[config.mk]
export PLATFORM = sky130hd
export DESIGN_NAME = ght_front
export DESIGN_NICKNAME = d
export VERILOG_FILES = /design/src/sv/ght_pkg.sv /design/src/sv/ght_front.sv
export SDC_FILE = /design/constraint.sdc
export NUM_CORES = 1
export LEC_CHECK = 0
export BUFFER_PORTS_ARGS = -buffer_cell sky130_fd_sc_hd__buf_2
export CAP_MARGIN = 20
export CELL_PAD_IN_SITES_DETAIL_PLACEMENT = 2
export CELL_PAD_IN_SITES_GLOBAL_PLACEMENT = 2
export CORE_MARGIN = 3
export CORE_UTILIZATION = 40
export DETAILED_ROUTE_END_ITERATION = 12
export GPL_ROUTABILITY_DRIVEN = 0
export GPL_TIMING_DRIVEN = 0
export PLACE_DENSITY_LB_ADDON = 0.1
export SYNTH_ARGS = -nofsm -noshare
export SYNTH_HDL_FRONTEND = slang
export SYNTH_SLANG_ARGS = --single-unit
[constraint.sdc]
create_clock -name clk -period 25.4 [get_ports clk]
set_clock_uncertainty 0.15 [all_clocks]
set_input_delay 1.27 -clock clk [delete_from_list [all_inputs] [get_ports clk]]
set_output_delay 1.27 -clock clk [all_outputs]
set_load 0.02 [all_outputs]
[src/sv/ght_pkg.sv]
// ----------------------------------------------------------------------------
// ght_pkg
// Shared types and constants of the generational handle table.
// ----------------------------------------------------------------------------
package ght_pkg;

  localparam int SLOT_COUNT = 64;
  localparam int SLOT_BITS  = (SLOT_COUNT > 1) ? $clog2(SLOT_COUNT) : 1;
  localparam int GEN_SHIFT  = 16;
  localparam logic [15:0] IDX_MASK = 16'hFFFF;
  localparam int DESC_W = 2 + 32 + 31 + 31 + 64;
  // per-slot word: generation over reference count
  localparam int META_W = 16 + 32;

  typedef enum logic [1:0] {
    KIND_REGISTER = 2'd0,
    KIND_RETAIN   = 2'd1,
    KIND_RELEASE  = 2'd2,
    KIND_QUERY    = 2'd3
  } kind_t;

  typedef enum logic [2:0] {
    ST_OK         = 3'd0,
    ST_BAD_ARG    = 3'd1,
    ST_NO_MEM     = 3'd2,
    ST_BAD_HANDLE = 3'd3,
    ST_BAD_REQ    = 3'd4
  } status_t;

  typedef enum logic [1:0] {
    BK_IDLE,
    BK_READ,
    BK_WRITE
  } bk_state_t;

  // one classified request, front to back
  typedef struct packed {
    kind_t                 kind;
    logic                  early;      // answer known without table
    status_t               early_st;
    logic [SLOT_BITS-1:0]  slot;
    logic [15:0]           gen;
    logic                  teardown_ok;
    logic [DESC_W-1:0]     desc;
  } req_t;

endpackage

[src/sv/ght_front.sv]
// ----------------------------------------------------------------------------
// ght_front
// Accepts requests, checks arguments and handle range, queues them.
// ----------------------------------------------------------------------------
module ght_front (
  input  logic           clk,
  input  logic           rst,
  input  logic           start,
  output logic           busy,
  input  logic [1:0]     kind,
  input  logic [31:0]    handle,
  input  logic [1:0]     api,
  input  logic [31:0]    device_id,
  input  logic [30:0]    width,
  input  logic [30:0]    height,
  input  logic [63:0]    image_word,
  input  logic           teardown_ok,
  output ght_pkg::req_t  req,
  output logic           req_valid,
  input  logic           req_take
);
  import ght_pkg::*;

  // two-entry queue
  req_t q0, q1;
  logic [1:0] cnt;
  req_t in_req;
  logic [15:0] idx;
  logic push;

  assign idx  = handle[15:0] & IDX_MASK;
  assign busy = (cnt == 2'd2);
  assign push = start && !busy;

  // classify
  always_comb begin
    in_req             = '0;
    in_req.kind        = kind_t'(kind);
    in_req.gen         = handle[31:GEN_SHIFT];
    in_req.slot        = SLOT_BITS'(idx - 16'd1);
    in_req.teardown_ok = teardown_ok;
    in_req.desc        = {api, device_id, width, height, image_word};
    in_req.early_st    = ST_OK;
    if (kind_t'(kind) == KIND_REGISTER) begin
      if (device_id == '0 || width == '0 || height == '0 ||
          image_word == '0 || api == 2'd3) begin
        in_req.early    = 1'b1;
        in_req.early_st = ST_BAD_ARG;
      end
    end else if (idx == '0 || handle[31:GEN_SHIFT] == '0 ||
                 32'(idx) > 32'(SLOT_COUNT)) begin
      in_req.early    = 1'b1;
      in_req.early_st = ST_BAD_HANDLE;
    end
  end

  assign req       = q0;
  assign req_valid = (cnt != 2'd0);

  always_ff @(posedge clk) begin
    if (rst) begin
      cnt <= '0;
    end else begin
      case ({push, req_take && req_valid})
        2'b10: begin
          if (cnt == 2'd0) q0 <= in_req; else q1 <= in_req;
          cnt <= cnt + 2'd1;
        end
        2'b01: begin
          q0  <= q1;
          cnt <= cnt - 2'd1;
        end
        2'b11: begin
          if (cnt == 2'd1) q0 <= in_req;
          else begin
            q0 <= q1;
            q1 <= in_req;
          end
        end
        default: ;
      endcase
    end
  end
endmodule

Word-level counts from Yosys, hierarchy flattened --
Cells that the tools add are included.
Storage, ports and cells: register bits after elaboration 380, input port bits 199, output and inout bits 191
Operators by class: add/sub/neg operators 3, order comparisons 1, equality and inequality tests 9, muxes and demuxes 10, bitwise operators 1, reduce and logical (&&, ||, !) cells 23
Operators with widths (number):
- two-way mux 189 bit | 4
- one-hot mux 189 bit (3 select lines) | 1
- one-hot mux 189 bit (2 select lines) | 1
- zero test 64 bit | 1
- zero test 31 bit | 2
- zero test 16 bit | 2
- zero test 32 bit | 1
- greater-than comparator 16 x 7 -> 1 bit (second input constant) | 1
- two-way mux 4 bit | 3
- == test 2 bit (second input constant) | 4
- logical OR 1 bit | 6
- inequality test 2 bit (second input constant) | 3
- nonzero test 2 bit | 3
- subtractor 6 x 1 -> 6 bit (second input constant) | 1
- == test 2 x 1 -> 1 bit (second input constant) | 2
- zero test 2 bit | 2
- one-hot mux 2 bit (2 select lines) | 1
- AND reduction 4 bit | 1
- AND reduction 3 bit | 1
- nonzero test 3 bit | 1
- adder 2 x 1 -> 2 bit (second input constant) | 1
- logical AND 1 bit | 2
- subtractor 2 x 1 -> 2 bit (second input constant) | 1
- zero test 1 bit | 1
- inverter 1 bit | 1

Logic depth before layout (Yosys ltp) --
depth in word-level cells 9, gate-level depth with buffers 12, gate-level depth less buffers 10

Worst setup path before layout --
No wires, ideal clock.
kind input to register, start input req_take, end register q1[0] (netlist bit) (enable), setup time 1011 ps, arrival time 15461 ps, data required time 24239 ps, path slack 8778 ps, stages 6, path buffers 0, cell sequence nand2_2 -> inv_2 -> ha_1 -> nand2_1 -> o21ai_0 -> a211oi_1
On the way: longest elaborated chain between the ends 4, elaborated cells on any way between the ends 7, classes of those cells 4 x eq/ne; 3 x reduce/logical
RTL lines:
- start, declared | line ght_front.sv:20 | input logic req_take
- logical AND 1 bit * | line ght_front.sv:64 | case ({push, req_take && req_valid})
- == test 2 bit | line ght_front.sv:64
- inequality test 2 bit (no source line) or nonzero test 2 bit (tied branches)
- AND reduction 4 bit (no source line) *
- end signal, assigned | line ght_front.sv:66 | if (cnt == 2'd0) q0 <= in_req; else q1 <= in_req;
- end signal, assigned | line ght_front.sv:77 | q1 <= in_req;
- end, declared | line ght_front.sv:25 | req_t q0, q1;
Every way passes the cells marked *; elsewhere a longest branch is shown, timed or not. A chain may end at the register's enable or synchronous reset.

Worst setup path in the final report --
start input start, end register q0, in the netlist req[64] (enable)
On the way: longest elaborated chain between the ends 4, elaborated cells on any way between the ends 7, classes of those cells 4 x eq/ne; 3 x reduce/logical
RTL lines:
- start, declared | line ght_front.sv:8 | input logic start,
- logical AND 1 bit * | line ght_front.sv:33 | assign push = start && !busy;
- == test 2 bit or == test 2 x 1 -> 1 bit (tied branches) | line ght_front.sv:64
- inequality test 2 bit (no source line) or nonzero test 3 bit (tied branches)
- AND reduction 3 bit (no source line) *
- end signal, assigned | line ght_front.sv:66
- end signal, assigned | line ght_front.sv:70 | q0 <= q1;
- end signal, assigned | line ght_front.sv:74 | if (cnt == 2'd1) q0 <= in_req;
- end, declared | line ght_front.sv:25
Marked as above.

==> flow_metrics.py <==
metrics = {
    "logic_synthesis": {
        "synthXorXnorAreaFrac": 0.00442,
        "yosys-top-cells-area": "edfxtp_1, a22o_1, nor4_1, buf_2, ha_1",
        "synth_cells": 721,
        "ys.flop_type": "edfxtp_1",
        "yosys_warnings": 0,
        "syn_area_sq_um": 13900,
        "synth_edf_count": 374,
        "synth-simple-area-share": 0.0344,
        "synth-adder-area-share": 0.00812,
        "syn-num-nets": 929,
        "ys_types": 33,
        "synth_top_cell_area_share": 0.810,
        "ys_seq_area_frac": 0.813,
        "yosys.area.top_type": "edfxtp_1",
        "synth_mux_area_frac": 0,
        "synth.avg_cell_area_sq_um": 19.2,
        "synth_compound_area_frac": 0.122,
        "synth_top_family_by_area": "compound AO/OA/AOI/OAI gates",
        "synthArstFlopShare": 0,
        "ys_ff_latch": 376,
    },
    "layout": {
        "syn_to_final_growth_pct": 30.2,
        "final_cells": 1655,
        "layout-drive-gt1-share": 0.420,
        "nets": 1383,
        "nFillCells": 3132,
    },
    "floorplanning": {
        "die_width_microns": 192,
        "ioPinCount": 390,
        "rows": 67,
        "die_y_microns": 192,
        "start_util": 0.410,
        "die-area_sq_um": 36900,
        "core-area_sq_um": 33900,
    },
    "sta": {
        "min_period_ns": 3.33,
        "slew_headroom": 0.403,
        "min_period_over_period": 0.131,
        "worst_pin_slew_ns": 0.896,
        "finalSetupViolations": 0,
        "setup_tns_ns": 0,
        "hold_viol_final": 0,
        "rsz0062_at_grt": "false",
        "timing.fmax_mhz": 300,
        "slew_violations": 0,
    },
    "grt": {
        "overflow": 0,
        "grt_max_degree": 23,
        "grt_antenna_before_repair": 13,
        "grt_usage": 0.253,
        "grt_pass1_wl_microns": 67700,
        "grt_pass1_vias": 9910,
    },
    "clock_tree": {
        "clk_pin_slew_ns": 0.06,
        "numCtsBuffers": 41,
        "cts_sinks": 376,
        "cts_hold_buf": 0,
        "cts_tree": "done",
        "cts_setup_buffers": 0,
        "clock_path_buffers": 3,
        "cts_resized": 0,
        "root_buffer": "clkbuf_16",
        "clk_latency_ns": 0.53,
        "htreeDepth": 2,
    },
    "setup_path": {
        "path_buf_inv": 6,
        "reg2reg_depth": 10,
        "r2r_slack_ns": 22.13,
        "cp.required_ns": 25.48,
        "crit_chain": "buf_2 > nand2b_1 > inv_1 > ha_1 > a211oi_4 > buf_16 > buf_16 > buf_8 > buf_8",
        "worstPathArrival_ns": 3.41,
        "end_kind": "flop",
        "max_stage_delay_ns": 0.72,
        "crit_slowest_cell": "a211oi_4",
        "cp-start-kind": "primary input",
        "critPathTopFamily": "buffers and inverters",
        "cp.depth": 9,
        "cp_max_fo": 22,
        "path_class": "primary input to flop",
    },
    "detailed_routing": {
        "via_per_inst": 5.51,
        "dr_total_vias": 9111,
        "met1_length_microns": 17200,
        "antenna_left": 0,
        "wl_met2_microns": 24900,
        "post-route-drc-count": 0,
        "wl_per_cell_microns": 28.6,
        "dr_wl_met3_microns": 3860,
        "routed_wl_microns": 47400,
        "drtIter0Drc": 567,
        "firstDrtPassIters": 5,
        "highest_layer": "met5",
    },
    "power": {
        "clkPwrFrac": 0.288,
        "powerDensity_nw_per_um2": 108,
        "p_int_uw": 1340,
        "p_sw_frac": 0.310,
        "power_frac_seq": 0.453,
        "p_leak_uw": 0.00683,
        "ir_drop_mv": 0.0615,
        "p_comb_frac": 0.259,
        "netSwitchingPower_uw": 603,
    },
    "hold_path": {
        "worstHoldPathType": "flop to flop",
        "worstHoldPathCells": 1,
    },
    "job": {
        "maxCapViolations": 0,
    },
    "outcome": {
        "status": "completed",
    },
    "placement": {
        "portBuffers": 388,
        "place_hpwl_microns": 35200,
        "dp_cells": 1580,
    },
}
-- cells in the final DEF (no fill, tap or decap), drive strengths merged, types with 2 or more instances in the layout --
master,Yosys,final
o21ai,3,3
xor2,2,2
edfxtp,374,374
xnor2,5,5
a22o,184,184
a211oi,3,3
diode,0,2
nor2,7,7
inv,9,10
nor4,44,44
clkinv,0,17
buf,39,450
clkbuf,3,57
nor3,7,7
nand4,12,12
dfxtp,2,2
ha,9,9
nand2,8,8
a21oi,2,2
-- power groups by stage --
stage                     Clock (uW)  Combinational, uW  Sequential, uW
final                            560                503             881
after global routing             595                539             890
after CTS                        570                511             883
after detailed placement           0                507             893
after global placement             0                433            1000
after floorplan                    0                191            1040
-- worst register-to-register path, delay by kind of cell (launching register included) --
family	cells	cell delay, ns
AOI/OAI and AO/OA	1	0.72
buffers and inverters	6	1.05
and+or+nand+nor	1	0.12
adders and majority gates	2	0.56
DFF	1	0.37
-- path summary, 6_finish.rpt --
| check | start | end |
|---|---|---|
| hold reg to reg | q1[45]$_DFFE_PP_ | req[45]$_DFFE_PP_ |
| setup reg to reg | cnt[0]$_SDFFE_PP0P_ | req[64]$_DFFE_PP_ |
| hold / removal | q1[45]$_DFFE_PP_ | req[45]$_DFFE_PP_ |
| setup / recovery | start | req[64]$_DFFE_PP_ |
-- synth_stat cells (all sizes together) (5+ instances only) --
| master | number |
|---|---|
| nand4 | 12 |
| nor3 | 7 |
| nor4 | 44 |
| nand2 | 8 |
| edfxtp | 374 |
| nor2 | 7 |
| inv | 9 |
| a22o | 184 |
| ha | 9 |
| xnor2 | 5 |
| buf | 39 |
-- layout make-up --
class,count,area (sq um),share of cell area
sequential,376,11300,0.624
multi-input combinational,294,2370,0.131
timing repair buffer,411,2370,0.131
clock buffer,54,1120,0.0619
tap,448,561,0.0310
buffer,42,216,0.0120
clock inverter,19,110,0.00610
inverter,9,33.8,0.00187
antenna,2,5.00,0.000277
-- layer usage --
metal	vias up	track usage
met3	93	0.0765
met2	357	0.459
met5	-	0
met4	22	0.0737
met1	4654	0.287
li1	3985	-
-- state kept, by name, indices dropped and copies added, names as in the netlist --
register	cells
cnt	2
q1	187
req	187
-- logic make-up after synthesis --
| kind of cell | after synthesis |
|---|---|
| DFF | 376 |
| xor gates and xnor gates | 7 |
| adders and majority gates | 9 |
| AOI/OAI and AO/OA | 196 |
| and+or+nand+nor | 81 |
| buffers and inverters | 51 |
| other | 1 |
-- through the flow --
stage	instance area (sq um)	hold WS [ns]	utilization	worst slack (ns)	power (uW)
finish	18100	0.375	0.533	22.07	1940
global route	18100	0.389	0.533	21.96	2020
CTS	18100	0.377	0.533	22.04	1960
detailed placement	16800	0.372	0.497	21.52	1400
global placement	16400	0.360	0.483	1.47	1440
floorplan	13900	0.339	-	8.78	1230
Power figures use the tool's default switching activity.
